==> src/rtl/segment_clip_aabb_3d_defines.svh <==
// Assertion macros for the segment clip block.
// Used by the top level only; no other dependencies.
`ifndef SEGMENT_CLIP_AABB_3D_DEFINES_SVH
`define SEGMENT_CLIP_AABB_3D_DEFINES_SVH

// Checked outside reset.
`define SCA3D_ASSERT(label, clk, rst, prop, msg) \
   label: assert property (@(posedge clk) disable iff (rst) prop) else $error(msg);

// Checked in every cycle, reset included.
`define SCA3D_ASSERT_ALWAYS(label, clk, prop, msg) \
   label: assert property (@(posedge clk) prop) else $error(msg);

`endif

==> src/rtl/sca3d_pkg.sv <==
// Package for the segment clip block: constants, payload types and register codes.
// No dependencies.
`default_nettype none
package sca3d_pkg;

   localparam int NUM_REGS      = 6;
   localparam int NUM_SLABS     = 6;
   localparam int DIV_STEPS     = 32;
   localparam int FRAC_BITS_DEF = 16;
   localparam int CSR_IDX_W     = 3;

   typedef enum logic [CSR_IDX_W-1:0] {
      REG_BOX_MIN_X = 3'd0,
      REG_BOX_MAX_X = 3'd1,
      REG_BOX_MIN_Y = 3'd2,
      REG_BOX_MAX_Y = 3'd3,
      REG_BOX_MIN_Z = 3'd4,
      REG_BOX_MAX_Z = 3'd5
   } csr_index_type;

   localparam logic [31:0] BOX_RESET [NUM_REGS] = '{
      32'h0000_0000, 32'h0001_0000,
      32'h0000_0000, 32'h0001_0000,
      32'h0000_0000, 32'h0001_0000
   };

   // One divider lane: |q|*2^F / |p|, one quotient bit per cell.
   typedef struct packed {
      logic [32:0] divisor;
      logic [32:0] rem;
      logic [31:0] num_low;
      logic [31:0] quo;
      logic        ovf;
      logic        neg;
      logic        pzero;
      logic        qpos;
      logic        pneg;
   } div_lane_type;

   typedef struct packed {
      logic signed [31:0] r;
      logic               pzero;
      logic               qpos;
      logic               pneg;
   } slab_in_type;

   typedef struct packed {
      logic               ok;
      logic signed [31:0] lo;
      logic signed [31:0] hi;
   } clip_state_type;

endpackage
`default_nettype wire

==> src/rtl/sca3d_div_cell.sv <==
// One restoring-division step: takes one quotient bit and hands the lane on.
// Depends on sca3d_pkg.
`default_nettype none
module sca3d_div_cell
   import sca3d_pkg::*;
(
   input  wire logic         clock,
   input  wire logic         en,
   input  wire div_lane_type lane_in,
   output div_lane_type      lane_ff
);

   div_lane_type lane_in_n;
   logic [33:0]  trial;
   logic [33:0]  diff;
   logic         ge;

   always_comb begin
      trial     = {lane_in.rem, lane_in.num_low[31]};
      diff      = trial - {1'b0, lane_in.divisor};
      ge        = trial >= {1'b0, lane_in.divisor};
      lane_in_n = lane_in;
      lane_in_n.rem     = ge ? diff[32:0] : trial[32:0];
      lane_in_n.num_low = {lane_in.num_low[30:0], 1'b0};
      lane_in_n.quo     = {lane_in.quo[30:0], ge};
   end

   always_ff @(posedge clock) begin
      if (en) begin
         lane_ff <= lane_in_n;
      end
   end

endmodule
`default_nettype wire

==> config.mk <==
export PLATFORM = sky130hd
export DESIGN_NAME = sca3d_div_cell
export DESIGN_NICKNAME = d
export VERILOG_FILES = /design/src/rtl/segment_clip_aabb_3d_defines.svh /design/src/rtl/sca3d_pkg.sv /design/src/rtl/sca3d_div_cell.sv
export SDC_FILE = /design/constraint.sdc
export NUM_CORES = 1
export LEC_CHECK = 0
export ABC_AREA = 1
export BUFFER_PORTS_ARGS = -buffer_cell sky130_fd_sc_hd__buf_2
export CAP_MARGIN = 40
export CORE_MARGIN = 2
export CORE_UTILIZATION = 45
export CTS_CLUSTER_SIZE = 14
export DETAILED_ROUTE_END_ITERATION = 8
export GPL_TIMING_DRIVEN = 0
export PLACE_DENSITY_LB_ADDON = 0.12
export SYNTH_ARGS = -nofsm -noshare
export SYNTH_HDL_FRONTEND = slang
export SYNTH_SLANG_ARGS = --single-unit
export TNS_END_PERCENT = 20
==> constraint.sdc <==
create_clock -name clock -period 4.83 [get_ports clock]
set_input_delay 0.2415 -clock clock [delete_from_list [all_inputs] [get_ports clock]]
set_output_delay 0.2415 -clock clock [all_outputs]
set_load 0.03 [all_outputs]
==> results of run 1 <==
## area by class of cell
cell class                      instances  area (sq um)  share of cell area
Antenna cell                            4          10.0            0.000950
Buffer                                 10          80.1             0.00760
Clock buffer                           18           429              0.0407
Clock inverter                         14           168              0.0159
Inverter                              160           601              0.0570
Multi-Input combinational cell        511          2650               0.251
Sequential cell                       134          4020               0.382
Tap cell                              216           270              0.0256
Timing Repair Buffer                  363          2310               0.219
## per-layer routing
metal  vias up  GRT usage  share of wire
li1       3368          -              -
met1      2928      0.293           0.41
met2       231      0.436           0.50
met3        37     0.0600          0.062
met4         0     0.0942          0.024
met5         -          0              0
## path summary, 6_finish.rpt
kind,start,end,slack [ns],cells after the start
setup / recovery,lane_in[102],lane_ff[97],2.40,15
hold / removal,lane_in[120],lane_ff[120],0.02,1
## logic make-up (layout without fill, tap and decap cells)
group,after synthesis,in the layout
and+or+nand+nor,438,438
buffers and inverters,170,565
DFF,134,134
adders and majority gates,34,34
AOI/OAI and AO/OA,24,24
xor gates and xnor gates,14,14
other,1,5
## Yosys cell counts, types with 6 or more instances
master      n
nand2_1   289
inv_1     155
edfxtp_1  134
nand3_1    54
nor2_1     35
ha_1       33
a21oi_1    21
nand3_2    15
xor2_1     13
nand3b_1   10
nor3_1      8
buf_2       6
nand2_2     6
## stage by stage
stage,setup slack [ns],hold WS (ns),power [uW],utilization
3_5_place_dp,2.45,0.420,2300,0.565
6_report,2.40,0.0165,3670,0.661
2_1_floorplan,2.94,0.340,2030,-
4_1_cts,2.44,0.000506,3680,0.659
3_3_place_gp,1.98,0.418,2290,0.562
5_1_grt,2.29,0.000492,3830,0.661
## power breakdown
part / leakage, uW / switching (uW) / internal [uW]
sequential: 0.00131 / 26.6 / 1420
clock: 0.000286 / 543 / 777
combinational: 0.00378 / 598 / 306
==> results.md, run 1 <==
* Synth Flop Type: edfxtp_1
* Asr flop ratio synth at 0
* Gpl congestion at 0.895
* Yosys top cell area share at 0.547
* Data arrival, critical path at 2.61 ns
* Longest Clk Path Bufs at 2
* Complex-gate fraction of the synthesized area at 0.0170
* Cells after DPL at approximately 1.3k
* Die footprint at 17400 sq um
* Req. time, crit path at 5.01 ns
* PortBufs at 269
* Die Span X at 132 um
* Simple-gate share of the synthesized area at 0.267
* Post-DP HPWL at approximately 15 mm
* Most flop-heavy register: lane_ff
* Num CTS Buffers at 17
* CTS clk-pin slew, worst paths at 0.06 ns
* CTS root buffer: clkbuf_16
* Area leader, netlist: edfxtp_1
* Core ar. at 15900 sq um
* Initial Utilization at 0.461
* Final setup vio count at 0
* Post-synthesis net count at 986
* Cell family with most CP delay: simple AND/OR/NAND/NOR gates
* DRT Pass-1 Iters at 5
* First-pass GRT wire length at 33.2 mm
* Die H at 132 um
* CP most frequent cell: nand2_1
* Vias at 6564
* Worst Hold Class: in2reg
* Largest cells by area after synthesis: edfxtp_1, nand2_1, inv_1, ha_1, nand3_1
* Sequential share of the synthesized area at 0.547
* Biggest regs: lane_ff x134
* CP endpoint kind: register
* Residual DRC at 0
* Power Dens Cells at 348 nW/um^2
* Synth Area in XOR/XNOR at 0.0167
* Grt total ovfl at 0
* Clock sink total at 134
* Max Clk Rate at between 400 and 500 MHz
* Most common cell after layout, fill and taps aside: nand2_1
* Wire per inst at 15.0 um
* Post-Synth Adder-Cell Area at 0.0589
* Slowest stage delay, CP at roughly 0.52 ns
* Critical path peak fanout at 4
* NumNets Final at 1368
* WP buf/inv at 3
* Row count at 46
* Placed Area at 9000 sq um
* Largest register FFs at between 100 and 150
* Number of synthesized flops with an enable pin at 134
* Startpoint types: input pin
* Initial antenna violation count at 3
* Fin Setup TNS at 0 ns
* Cells after synthesis at 815
* Fin crit share at 0.503
* P&R area growth vs syn at 43.4%
* Tot GR Track Use at 0.247
* RSZ-0062 raised after global routing: false
* Fill count at 1330
* Multiplexer share of the synthesized area at 0
* Antenna viol nets, final at 0
* Share of cells above drive strength 1 at 0.289
* Most frequent cells in the layout: nand2_1, buf_2, inv_1
* Largest net degree at the start of global routing at 92
* Synth Area per Inst at around 9 sq um
* Vias in the first global route at 6560
* P_leak at 0.00537 uW
* Post-Synthesis Cell Area at about 7300 sq um
* Hold_buf cts at 91
* Yosys warnings at 0
* Final WL at 21.4 mm
* TritonCTS clock tree: done
* Status: complete, no violations
* Final Hold Vio Count at 0
* Seq cells post-synth at 134
* Slowest stage cell, crit path: dlygate4sd3_1
* Avg Vias per Cell at 4.59
* Final Instance Area at 10500 sq um
* Largest family of logic cells by synthesized area: simple AND/OR/NAND/NOR gates
* Library cells used by synthesis at 31
* Crit Path Class: in2reg
* Num ports at 272
* DR iter-0 viols at approximately 350
* Crit-path cells: dlygate4sd3_1, buf_2, ha_1, inv_1, fa_1, nand2_1, nand2_1, nand3_1, nand2_1, nand2_1, nand2_1, nand2_1, nand3b_1, nand3_2, nand2_1
* CTS H-Tree Depth at 4
* # resized after CTS at 0
* Final Critical Period at between 2 and 2.5 ns
* Slew Limit Fails at 0
* Number of max-cap violations at 0
* VDD IR max at 0.240 mV
* Non-filler instance count after layout at ~1.4k
* Setup bufs post-CTS at 0
No activity file was read; power rests on OpenSTA's default activity.
==> run 2, diff against run 1 <==
Settings changed: ABC_AREA 1 to 0.
Clock period 4.83 ns to 2.25 ns, I/O delays scaled along.
==> run 2 against run 1 <==
The flow now finishes with violations (setup timing). Clock power grew 99%. Via count shrank 13%. Worst hold slack lost 0.0019 ns.
==> results.md, run 2 <==
* Most frequent cells in the layout: buf_2, edfxtp_1, dlygate4sd3_1
* Status: finished with violations
* TritonCTS clock tree: done
* Failing checks: setup timing
* Row count at 44
* Cells after DPL at 956
* Fill count at roughly 1k
* Crit Path Class: in2reg
* Critical path peak fanout at 9
* Synth cell count leaders: edfxtp_1, inv_1, nand2_1
* CTS root buffer: clkbuf_16
* Vias in the first global route at 5913
* Yosys top cell area share at 0.613
* Post-DP HPWL at 12.5 mm
* Max Clk Rate at 439 MHz
* Final setup vio count at 2
* Slew Limit Fails at 0
* RSZ-0062 raised after global routing: true
* Area leader, netlist: edfxtp_1
* Initial Utilization at 0.457
* Wire per inst at between 15 and 20 um
* Crit-path cells: buf_12, inv_12, ha_4, inv_2, fa_2, a21o_1, a221oi_4, buf_6, o21ai_4, a21boi_4, o31ai_4, a21oi_4, buf_12, mux2_4
* Avg Vias per Cell at 5.04
* Final Worst Setup Slack at -0.0281 ns
* Biggest regs: lane_ff x134
* Num CTS Buffers at 17
* Synth Flop Type: edfxtp_1
* Largest register FFs at roughly 130
* P_leak at 0.00452 uW
* Largest net degree at the start of global routing at 90
* Residual DRC at 0
* DRT Pass-1 Iters at 5
* Final Hold Vio Count at 0
* Placed Area at between 8000 and 9000 sq um
* CTS H-Tree Depth at 4
* CP most frequent cell: buf_12
* Grt total ovfl at 0
* Worst Hold Class: in2reg
* Die Span X at 125 um
* Die footprint at 15600 sq um
* Sequential share of the synthesized area at 0.613
* Post-layout util at 0.719
* Post-synthesis net count at 673
* Antenna viol nets, final at 0
* VDD IR max at ~0.45 mV
* Vias at between 5k and 6k
* Slowest stage delay, CP at 0.33 ns
* Final Instance Area at 10300 sq um
* Core ar. at around 14000 sq um
* Library cells used by synthesis at between 60 and 70
* Most frequent cell after synthesis: edfxtp_1
* Asr flop ratio synth at 0
* Gpl congestion at roughly 0.89
* CTS clk-pin slew, worst paths at ~0.06 ns
* First-pass GRT wire length at slightly below 30 mm
* Most common cell after layout, fill and taps aside: buf_2
* Worst Tran Pin Value at 0.497 ns
* NumNets Final at 1102
* CP endpoint kind: register
* Final Critical Period at 2.28 ns
* Largest cells by area after synthesis: edfxtp_1, ha_1, o21ai_2, inv_1, a21oi_1
* Req. time, crit path at between 2 and 2.5 ns
* PortBufs at between 200 and 300
* Longest Clk Path Bufs at 2
* Cells after synthesis at approximately 500
* Seq cells post-synth at 134
* Initial antenna violation count at 1
* Non-filler instance count after layout at around 1.1k
* Fin crit share at 1.01
* Power Dens Cells at 754 nW/um^2
* Post-Synthesis Cell Area at 6560 sq um
* Slowest stage cell, crit path: fa_2
* Number of synthesized flops with an enable pin at 134
* Die H at 125 um
* Startpoint types: input pin
* Slew HR at 0.666
* Share of cells above drive strength 1 at 0.419
* Clock sink total at 134
* Tot GR Track Use at 0.238
* Num ports at 272
* Data arrival, critical path at 2.44 ns
* Yosys warnings at 0
* P&R area growth vs syn at 57.4%
* DR iter-0 viols at 319
* Number of max-cap violations at 0
* Final WL at between 15 and 20 mm
* Most flop-heavy register: lane_ff
* Synth Area per Inst at 13.1 sq um
## run 2: cell count changes after synthesis, sizes merged, moves of 13 or more
cell   before  now
nand3      69    6
nand2     297   52
inv       160   45
a21oi      21   34
nor2       41   14
o21ai       1   48
xnor2       1   15
## run 2: metal layers
metal	GRT usage	share of wire	wire [um]
met5	0	0	0
met4	0.106	0.020	374
met3	0.0636	0.060	1130
met2	0.412	0.51	9640
met1	0.276	0.41	7630
## run 2: report_power, final
part / internal, uW / switching, uW / leakage, uW
clock network: 1460 / 1180 / 0.000272
logic: 801 / 1250 / 0.00294
registers: 3040 / 62.3 / 0.00131
total: 5300 / 2480 / 0.00452
## run 2: path summary, 6_finish.rpt
| check | from | to | cells after the start |
|---|---|---|---|
| max | lane_in[68] | lane_ff[70] | 14 |
| min | lane_in[68] | lane_ff[69] | 3 |
## run 2: cells by family after synthesis
family	after synthesis	share of synthesized area
AO/OA/AOI/OAI	136	0.153
flip-flops	134	0.613
AND/OR/NAND/NOR	105	0.0789
buffers and inverters	63	0.0490
adder cells (fa/ha/maj)	34	0.0660
XOR/XNOR	28	0.0374
other	1	0.000571
multiplexers	1	0.00229
## run 2: timing repair
item                                   in CTS  in global routing
gates resized for setup                     8                 25
endpoints found under the hold margin     124                  0
pin swaps                                  10                 15
hold buffers                              124                  0
setup buffers                               8                  7
setup endpoints to repair                  34                 34
cloned                                      0                  1
## run 2: final cells by class
class	count	area, sq um	area share
well taps	184	230	0.0223
multi-input cells	305	2370	0.229
clock buffers	17	425	0.0412
repair buffers	410	2780	0.269
flip-flops and latches	134	4020	0.390
inverters	45	181	0.0176
diodes	1	2.50	0.000242
clock inverters	15	133	0.0128
plain buffers	18	184	0.0178
## run 2: metrics by stage
step / setup TNS (ns) / setup slack, ns / hold slack [ns] / power (uW)
final: -0.0345 / -0.0281 / 0.0146 / 7790
after global routing: -0.734 / -0.0741 / 0.0170 / 8100
after CTS: -0.369 / -0.0566 / 0.000370 / 7760
after floorplan: -2.45 / -0.198 / 0.211 / 4340
after global placement: -73.94 / -0.678 / 0.289 / 4880
after detailed placement: -21.07 / -0.695 / 0.291 / 4910
## run 2: critical path, delay by kind of cell
kind,cells,cell delay (ns)
muxes,1,0.30
AOI/OAI and AO/OA,6,1.06
adders and majority gates,2,0.45
buffers and inverters,5,0.50
