$ cat config.mk
export PLATFORM = sky130hd
export DESIGN_NAME = sca3d_slab_cell
export DESIGN_NICKNAME = d
export VERILOG_FILES = /design/src/rtl/segment_clip_aabb_3d_defines.svh /design/src/rtl/sca3d_pkg.sv /design/src/rtl/sca3d_slab_cell.sv
export SDC_FILE = /design/constraint.sdc
export NUM_CORES = 1
export LEC_CHECK = 0
export BUFFER_PORTS_ARGS = -buffer_cell sky130_fd_sc_hd__buf_2
export CAP_MARGIN = 20
export CELL_PAD_IN_SITES_DETAIL_PLACEMENT = 0
export CELL_PAD_IN_SITES_GLOBAL_PLACEMENT = 1
export CORE_UTILIZATION = 38
export DETAILED_ROUTE_END_ITERATION = 12
export GPL_ROUTABILITY_DRIVEN = 0
export PLACE_DENSITY = 0.86
export SETUP_SLACK_MARGIN = 0.4
export SLEW_MARGIN = 20
export SYNTH_ARGS = -nofsm -noshare
export SYNTH_HDL_FRONTEND = slang
export SYNTH_SLANG_ARGS = --single-unit
$ cat constraint.sdc
create_clock -name clock -period 3.6 [get_ports clock]
set_input_delay 0 -clock clock [delete_from_list [all_inputs] [get_ports clock]]
set_output_delay 0 -clock clock [all_outputs]
set_load 0.02 [all_outputs]
$ cat src/rtl/segment_clip_aabb_3d_defines.svh
// Assertion macros for the segment clip block.
// Used by the top level only; no other dependencies.
`ifndef SEGMENT_CLIP_AABB_3D_DEFINES_SVH
`define SEGMENT_CLIP_AABB_3D_DEFINES_SVH

// Checked outside reset.
`define SCA3D_ASSERT(label, clk, rst, prop, msg) \
   label: assert property (@(posedge clk) disable iff (rst) prop) else $error(msg);

// Checked in every cycle, reset included.
`define SCA3D_ASSERT_ALWAYS(label, clk, prop, msg) \
   label: assert property (@(posedge clk) prop) else $error(msg);

`endif

$ cat src/rtl/sca3d_pkg.sv
// Package for the segment clip block: constants, payload types and register codes.
// No dependencies.
`default_nettype none
package sca3d_pkg;

   localparam int NUM_REGS      = 6;
   localparam int NUM_SLABS     = 6;
   localparam int DIV_STEPS     = 32;
   localparam int FRAC_BITS_DEF = 16;
   localparam int CSR_IDX_W     = 3;

   typedef enum logic [CSR_IDX_W-1:0] {
      REG_BOX_MIN_X = 3'd0,
      REG_BOX_MAX_X = 3'd1,
      REG_BOX_MIN_Y = 3'd2,
      REG_BOX_MAX_Y = 3'd3,
      REG_BOX_MIN_Z = 3'd4,
      REG_BOX_MAX_Z = 3'd5
   } csr_index_type;

   localparam logic [31:0] BOX_RESET [NUM_REGS] = '{
      32'h0000_0000, 32'h0001_0000,
      32'h0000_0000, 32'h0001_0000,
      32'h0000_0000, 32'h0001_0000
   };

   // One divider lane: |q|*2^F / |p|, one quotient bit per cell.
   typedef struct packed {
      logic [32:0] divisor;
      logic [32:0] rem;
      logic [31:0] num_low;
      logic [31:0] quo;
      logic        ovf;
      logic        neg;
      logic        pzero;
      logic        qpos;
      logic        pneg;
   } div_lane_type;

   typedef struct packed {
      logic signed [31:0] r;
      logic               pzero;
      logic               qpos;
      logic               pneg;
   } slab_in_type;

   typedef struct packed {
      logic               ok;
      logic signed [31:0] lo;
      logic signed [31:0] hi;
   } clip_state_type;

endpackage
`default_nettype wire

$ cat src/rtl/sca3d_slab_cell.sv
// One slab test: narrows or rejects the parameter interval.
// Depends on sca3d_pkg.
`default_nettype none
module sca3d_slab_cell
   import sca3d_pkg::*;
(
   input  wire logic           clock,
   input  wire logic           en,
   input  wire slab_in_type    slab,
   input  wire clip_state_type st_in,
   output clip_state_type      st_ff
);

   clip_state_type st_in_n;

   always_comb begin
      st_in_n = st_in;
      if (st_in.ok) begin
         if (slab.pzero) begin
            st_in_n.ok = !slab.qpos;
         end else if (slab.pneg) begin
            if (slab.r > st_in.hi) begin
               st_in_n.ok = 1'b0;
            end else if (slab.r > st_in.lo) begin
               st_in_n.lo = slab.r;
            end
         end else begin
            if (slab.r < st_in.lo) begin
               st_in_n.ok = 1'b0;
            end else if (slab.r < st_in.hi) begin
               st_in_n.hi = slab.r;
            end
         end
      end
   end

   always_ff @(posedge clock) begin
      if (en) begin
         st_ff <= st_in_n;
      end
   end

endmodule
`default_nettype wire

==> flow_summary.ini, run 1 <==
[final_layout]
finalCoreUtilization = 0.567
top_regs = st_ff (65)
finalNetCount = 786
filler_cell_count = 998
fin_cells = 768
drive_above_1_share = 0.322
top_register = st_ff
seqCellArea_um2 = 1950
largest_reg_flops = 65
multiInputGateArea_um2 = 2230
layout_commonest_cell = buf_2
n_antenna_cell = 0
layout_common_cells = 165 x buf_2, 65 x inv_1, 65 x edfxtp_1
area_growth_syn_to_layout_pct = 45.4

[global_routing]
grt.met2_usage = 0.341
gr-usage-all-layers = 0.195
grt_util_met1 = 0.231
antenna_found_initial = 0
grt_max_degree = 51
grt.overflow.total = 0
busiest_layer = met2
grt_pass1_wl_um = 17800
grt_pass1_vias = 3824
use_met3 = 0.0388

[logic_synthesis]
yosysTopAreaCell = edfxtp_1
syn_nets = 540
synth_area_um2 = 4450
syn_avg_cell_area_um2 = 11.9
ys_seq_area_frac = 0.438
synth_area_leaders = edfxtp_1 44%, ha_1 18%, mux2_1 16%
synth_cell_types = 32
synthCells = 374
yosys_warnings = 0
ys_ff_latch = 65
synthArstFlopShare = 0
synth_edf_count = 65
ys_dominant_reg_cell = edfxtp_1
yosysTopAreaCellShare = 0.438

[setup_path]
cp_max_fo = 13
cp-startpoint = st_in[21]
cp_data_required_time_ps = 3670
endpoint = st_ff[53]
cp_data_arrival_time_ps = 3150
endpoint_kind = flop
crit_type = in2reg
critPathLaunchType = input port

[clock_tree]
clkSlewWorstSetupHoldPaths_ps = 50
cts.sinks = 65
cts_buffers = 9
cts.root.buffer_cell = clkbuf_16
clockBufferDepth = 2
htreeDepth = 3
tritoncts = done

[power]
peakVddDrop_mv = 0.213
cellLeakagePower_nw = 3.06
p_per_area_nw_per_um2 = 347
total_power_mw = 2.25

[floorplan]
ioPinCount = 167
die_height_um = 110
coreArea_um2 = 11400
die_w_um = 110
dieArea_um2 = 12200
initial_utilization = 0.390
rows = 39

[sta]
tns_ps = 0
drv_slew = 0
fin_crit_sh = 0.855
worstMarginPinSlew_ps = 680
fin_crit_ps = 3080
hold_violations = 0
layout_setup_ws_ps = 521
rsz0062_at_grt = false
max_freq_mhz = 325
relSlewSlack = 0.547
finalSetupViolCount = 0

[hold_path]
hold_class = in2reg

[drt]
viasPerCell = 4.94
ant_nets = 0
dr.pass1.iters = 4
vias = 3793
drt-total-wl_um = 12000
drc = 0
wl_per_cell_um = 15.7
drtIter0Drc = 98

[place]
portBuffers = 166
hpwl_um = 8530
dp_cells = 682
place_ws_ps = 236

[job]
cap_violations = 0

[run_status]
status = finished, final reports clean
==> worst min-delay path by stage <==
stage                    from         to  slack [ps]  cells after the start
detailed placement  st_in[48]  st_ff[48]         300                      2
global placement    st_in[15]  st_ff[15]         300                      2
global route         slab[27]  st_ff[56]          10                      2
CTS                  slab[27]  st_ff[56]           6                      2
floorplan                  en   st_ff[0]         110                      0
finish               slab[27]  st_ff[24]          20                      2
==> report_power, final <==
part / switching (mW) / total, mW / internal (mW)
logic: 0.308 / 0.556 / 0.248
clock network: 0.306 / 0.763 / 0.457
registers: 0.0152 / 0.926 / 0.911
total: 0.629 / 2.25 / 1.62
==> per-layer routing <==
layer  part of all wire  routed length, um
met1               0.43               5140
met2               0.49               5850
met3              0.062                751
met4              0.024                292
met5                  0                  0
==> through the flow <==
step / area [um^2] / hold slack, ps
2_1_floorplan: 4450 / 112
3_3_place_gp: 5460 / 300
3_5_place_dp: 5460 / 304
4_1_cts: 6350 / 5.81
5_1_grt: 6480 / 12.1
6_report: 6480 / 15.4
==> timing repair <==
action | 4_1_cts | 5_1_grt
hold buffers | 64 | 0
setup buffers | 0 | 4
endpoints found under the setup margin | 0 | 64
endpoints found under the hold margin | 64 | 0
gates resized for setup | 0 | 7
==> area by class of cell <==
type	instances	area share
timing repair buffer	241	0.250
sequential	65	0.301
clock buffer	11	0.0359
clock inverter	5	0.00348
inverter	65	0.0377
tap	143	0.0276
multi-input combinational	238	0.344
==> cell usage after synthesis (all sizes together), types with 2 or more instances <==
library cell,n
a21o,2
nor2,4
and4,2
o21ai,11
nor4,3
nor2b,2
inv,65
a211oi,2
buf,6
nand3,7
nand2,17
nand2b,2
edfxtp,65
a21oi,27
nor3,3
mux2,64
a2111oi,4
ha,64
a221o,2
a221oi,2
nand4,13
==> worst max-delay path, cell delays in order <==
cell           delay [ps]
dlygate4sd3_1         530
buf_2                 110
inv_1                  40
ha_1                  290
a21oi_1               170
o21ai_1               100
a221o_1               360
a211oi_4              230
and3_1                190
a21oi_1               110
a2111oi_4             330
buf_4                 190
buf_12                150
mux2_1                350
==> logic make-up (layout without fill, tap and decap cells) <==
logic type	count (synthesis)	in the layout	share of synthesized area
multiplexers	64	64	0.162
XOR/XNOR	1	1	0.00197
adder cells (fa/ha/maj)	64	64	0.180
AO/OA/AOI/OAI	52	52	0.0806
AND/OR/NAND/NOR	57	57	0.0677
flip-flops	65	65	0.438
buffers and inverters	71	322	0.0699
Note: power is estimated with default switching activity, not from simulation.
==> run 2, diff against run 1 <==
- CORE_ASPECT_RATIO: not set -> 1.1
==> flow_summary.ini, run 2 (same netlist as run 1, synthesis figures left out) <==
[run_status]
status = finished, final reports clean

[drt]
wl_per_cell_um = 15.3
drtIter0Drc = 121
drt-total-wl_um = 11800
ant_nets = 0
vias = 3753
drc = 0
dr.pass1.iters = 5
viasPerCell = 4.86

[floorplan]
coreArea_um2 = 11400
die_height_um = 116
initial_utilization = 0.389
rows = 41
dieArea_um2 = 12200
die_w_um = 105
ioPinCount = 167

[global_routing]
gr-usage-all-layers = 0.191
grt.overflow.total = 0
grt_max_degree = 51
antenna_found_initial = 1
grt_pass1_wl_um = 18000
grt_pass1_vias = 3863

[sta]
tns_ps = 0
fin_crit_sh = 0.855
hold_violations = 0
worstMarginPinSlew_ps = 655
max_freq_mhz = 325
rsz0062_at_grt = false
finalSetupViolCount = 0
fin_crit_ps = 3080
drv_slew = 0
relSlewSlack = 0.563

[setup_path]
critPathLaunchType = input port
path_delay_family = compound AO/OA/AOI/OAI gates
endpoint_kind = flop
critPathMaxStageDelay_ps = 600
cp_max_fo = 25
cp_data_required_time_ps = 3670
crit_type = in2reg
cp_data_arrival_time_ps = 3140
crit_slowest_cell = or4b_1
cp.depth = 11
cp_num_buf_inv = 2
crit_chain = buf_2 > ha_1 > nor2b_1 > o211ai_2 > a2111oi_0 > or4b_1 > a2111oi_2 > xnor2_2 > a2111oi_4 > buf_12 > mux2_1

[final_layout]
top_register = st_ff
stdcell_area_um2 = 6430
layout_commonest_cell = buf_2
finalNetCount = 784
largest_reg_flops = 65
area_growth_syn_to_layout_pct = 44.4
layout_common_cells = 166 x buf_2, 65 x inv_1, 65 x edfxtp_1
n_antenna_cell = 0
filler_cell_count = 969
drive_above_1_share = 0.316
top_regs = st_ff (65)
fin_cells = 773
finalCoreUtilization = 0.562

[hold_path]
hold_class = in2reg
hold_path_end = st_ff[47]
whs_path_depth = 2
min_from = slab[18]

[place]
dpl_cell_area_um2 = 5460
hpwl_um = 8590
portBuffers = 166
dp_cells = 689

[clock_tree]
cts.sinks = 65
tritoncts = done
cts.root.buffer_cell = clkbuf_16
cts_buffers = 9
clockBufferDepth = 2
clkSlewWorstSetupHoldPaths_ps = 50
htreeDepth = 3

[power]
p_per_area_nw_per_um2 = 358
peakVddDrop_mv = 0.210
cellLeakagePower_nw = 3.04

[job]
cap_violations = 0
-- run 2: routing by layer --
metal,part of all wire,track usage,vias to the layer above
met1,0.41,0.212,1734
met5,0.00093,0,-
met4,0.015,0.0714,2
li1,-,-,1873
met3,0.063,0.0512,15
met2,0.51,0.352,129
-- run 2: final cells by class --
cell class	instances	area [um^2]	share of cell area
repair buffers	239	1560	0.242
multi-input cells	238	2210	0.344
flip-flops and latches	65	1950	0.303
well taps	150	188	0.0292
clock buffers	12	236	0.0368
clock inverters	4	43.8	0.00681
inverters	65	244	0.0379
-- run 2: how the worst max path moves through the flow --
stage / endpoint / slack (ps) / start
2_1_floorplan: st_ff[10] / 560 / st_in[33]
3_3_place_gp: st_ff[32] / 300 / slab[4]
3_5_place_dp: st_ff[45] / 160 / slab[4]
4_1_cts: st_ff[33] / 430 / st_in[24]
5_1_grt: st_ff[42] / 390 / st_in[24]
6_report: st_ff[28] / 520 / slab[4]
-- run 2: metrics by stage --
stage,setup slack (ps),power (mW),hold slack (ps)
finish,523,2.31,17.7
global route,390,2.42,6.23
CTS,432,2.32,9.97
detailed placement,162,1.43,301
global placement,298,1.42,300
floorplan,562,1.22,112
-- run 2: power breakdown --
group	total (mW)	internal [mW]	switching, mW	leakage (nW)
combinational	0.547	0.244	0.304	2.27
sequential	0.927	0.911	0.0162	0.636
clock	0.832	0.531	0.300	0.138
-- run 2: timing repair --
action                                  CTS  global route
endpoints found under the hold margin    63             0
resized for setup                         0             7
endpoints found under the setup margin    0            63
hold buffers                             64             0
buffers inserted                          0             2
==> run 3, diff against run 2 <==
- ABC_AREA: not set -> 1
- CORE_UTILIZATION: 38 -> 37
- PLACE_DENSITY: 0.86 -> 0.87
- REMOVE_ABC_BUFFERS: not set -> 1
==> flow_summary.ini, run 3 <==
[place]
place_ws_ps = 977
hpwl_um = 9240
portBuffers = 166
dp_cells = 858

[sta]
worstMarginPinSlew_ps = 808
fin_crit_ps = 2800
rsz0062_at_grt = false
relSlewSlack = 0.461
finalSetupViolCount = 0
drv_slew = 0
max_freq_mhz = 357
hold_violations = 0
fin_crit_sh = 0.779
tns_ps = 0
layout_setup_ws_ps = 797

[setup_path]
endpoint_kind = flop
cp_num_buf_inv = 4
critPathMaxStageDelay_ps = 600
cpMostUsedCell = nand2_1
critPathLaunchType = input port
crit_chain = dlygate4sd3_1 > buf_2 > inv_1 > ha_1 > nand2_1 > nor2_1 > nand2_1 > inv_1 > a21oi_1 > nand2_1 > nand2_1 > nand2_1 > nor2_4 > nand3_2 > nand2_1 > nand2_1
crit_slowest_cell = nand3_2
crit_type = in2reg
cp_data_arrival_time_ps = 2880
path_delay_family = simple AND/OR/NAND/NOR gates
cp_data_required_time_ps = 3670
cp_max_fo = 32

[logic_synthesis]
yosysTopAreaCell = edfxtp_1
synth_area_leaders = edfxtp_1 41%, ha_1 17%, nand2_1 14%
ys_ff_latch = 65
synth_cell_types = 25
yosys_warnings = 0
ys_seq_area_frac = 0.408
synthTopCellsByCount = 174 x nand2_1, 82 x inv_1, 65 x edfxtp_1
yosysMostFrequentCell = nand2_1
synth_area_um2 = 4780
yosysTopAreaCellShare = 0.408
synthArstFlopShare = 0
synthCells = 550
syn_avg_cell_area_um2 = 8.70
ys_dominant_reg_cell = edfxtp_1
synth_edf_count = 65

[floorplan]
initial_utilization = 0.380
rows = 43
coreArea_um2 = 12600
die_height_um = 121
die_w_um = 110
ioPinCount = 167
dieArea_um2 = 13400

[clock_tree]
htreeDepth = 3
clkSlewWorstSetupHoldPaths_ps = 50
cts_buffers = 9
cts.root.buffer_cell = clkbuf_16
cts.sinks = 65
post_cts_buffers = 0
clockBufferDepth = 2
tritoncts = done

[final_layout]
area_growth_syn_to_layout_pct = 31.5
finalCoreUtilization = 0.500
n_antenna_cell = 0
finalNetCount = 911
layout_common_cells = 174 x nand2_1, 165 x buf_2, 82 x inv_1
largest_reg_flops = 65
layout_commonest_cell = nand2_1
top_register = st_ff
top_regs = st_ff (65)
drive_above_1_share = 0.292
fin_cells = 906

[drt]
wl_per_cell_um = 13.9
drt-total-wl_um = 12600
viasPerCell = 4.87
dr.pass1.iters = 4
ant_nets = 0
drtIter0Drc = 178
vias = 4416
drc = 0

[power]
p_per_area_nw_per_um2 = 362
cellLeakagePower_nw = 3.24
total_power_mw = 2.28
peakVddDrop_mv = 0.231

[global_routing]
gr-usage-all-layers = 0.191
grt.overflow.total = 0
grt_max_degree = 54
antenna_found_initial = 0
grt_pass1_vias = 4363
grt_pass1_wl_um = 20400

[run_status]
status = finished, final reports clean

[job]
cap_violations = 0

[hold_path]
hold_class = in2reg
## run 3: changes by cell type in the layout (fill, tap and decap cells not counted), sizes merged, moves of 17 or more
| cell | previous run | this run |
|---|---|---|
| nand4 | 13 | 35 |
| dlygate4sd3 | 64 | 33 |
| nor2 | 4 | 23 |
| o21ai | 11 | 38 |
| nand2 | 17 | 177 |
| mux2 | 64 | 0 |
| inv | 65 | 82 |
## run 3: routing by layer
layer,up-vias,GRT usage,wire [um]
met3,23,0.0310,572
met4,0,0.0733,272
li1,2240,-,-
met1,2021,0.229,5390
met5,-,0,0
met2,132,0.344,6320
## run 3: kinds of logic (layout without fill, tap and decap cells)
logic type	count (synthesis)	after routing	share of synthesized area
buffers and inverters	101	300	0.0957
AND/OR/NAND/NOR	247	247	0.230
flip-flops	65	65	0.408
adder cells (fa/ha/maj)	64	64	0.167
AO/OA/AOI/OAI	73	73	0.0986
## run 3: power breakdown
| part | internal [mW] | switching [mW] |
|---|---|---|
| logic | 0.220 | 0.367 |
| clock network | 0.454 | 0.305 |
| registers | 0.914 | 0.0177 |
| total | 1.59 | 0.690 |
## run 3: final timing paths
check	startpoint	to	slack, ps	cells past startpoint
max	st_in[63]	st_ff[56]	800	16
min	slab[27]	st_ff[24]	10	3
## run 3: per-stage QoR
step / instance area (um^2) / hold WS, ps
floorplan: 4630 / 112
global placement: 5700 / 281
detailed placement: 5710 / 287
CTS: 6290 / 1.11
global route: 6290 / 10.4
finish: 6290 / 13.2
## run 3: layout make-up
class	count	area, um^2
tap	157	196
clock inverter	5	23.8
inverter	82	308
timing repair buffer	203	1210
clock buffer	10	229
sequential	65	1950
fill	1229	6300
multi-input combinational	384	2370
## run 3: what timing repair did
action / in CTS / in global routing
endpoints found under the hold margin: 33 / 0
gates resized for setup: 0 / 0
hold buffers: 33 / 0
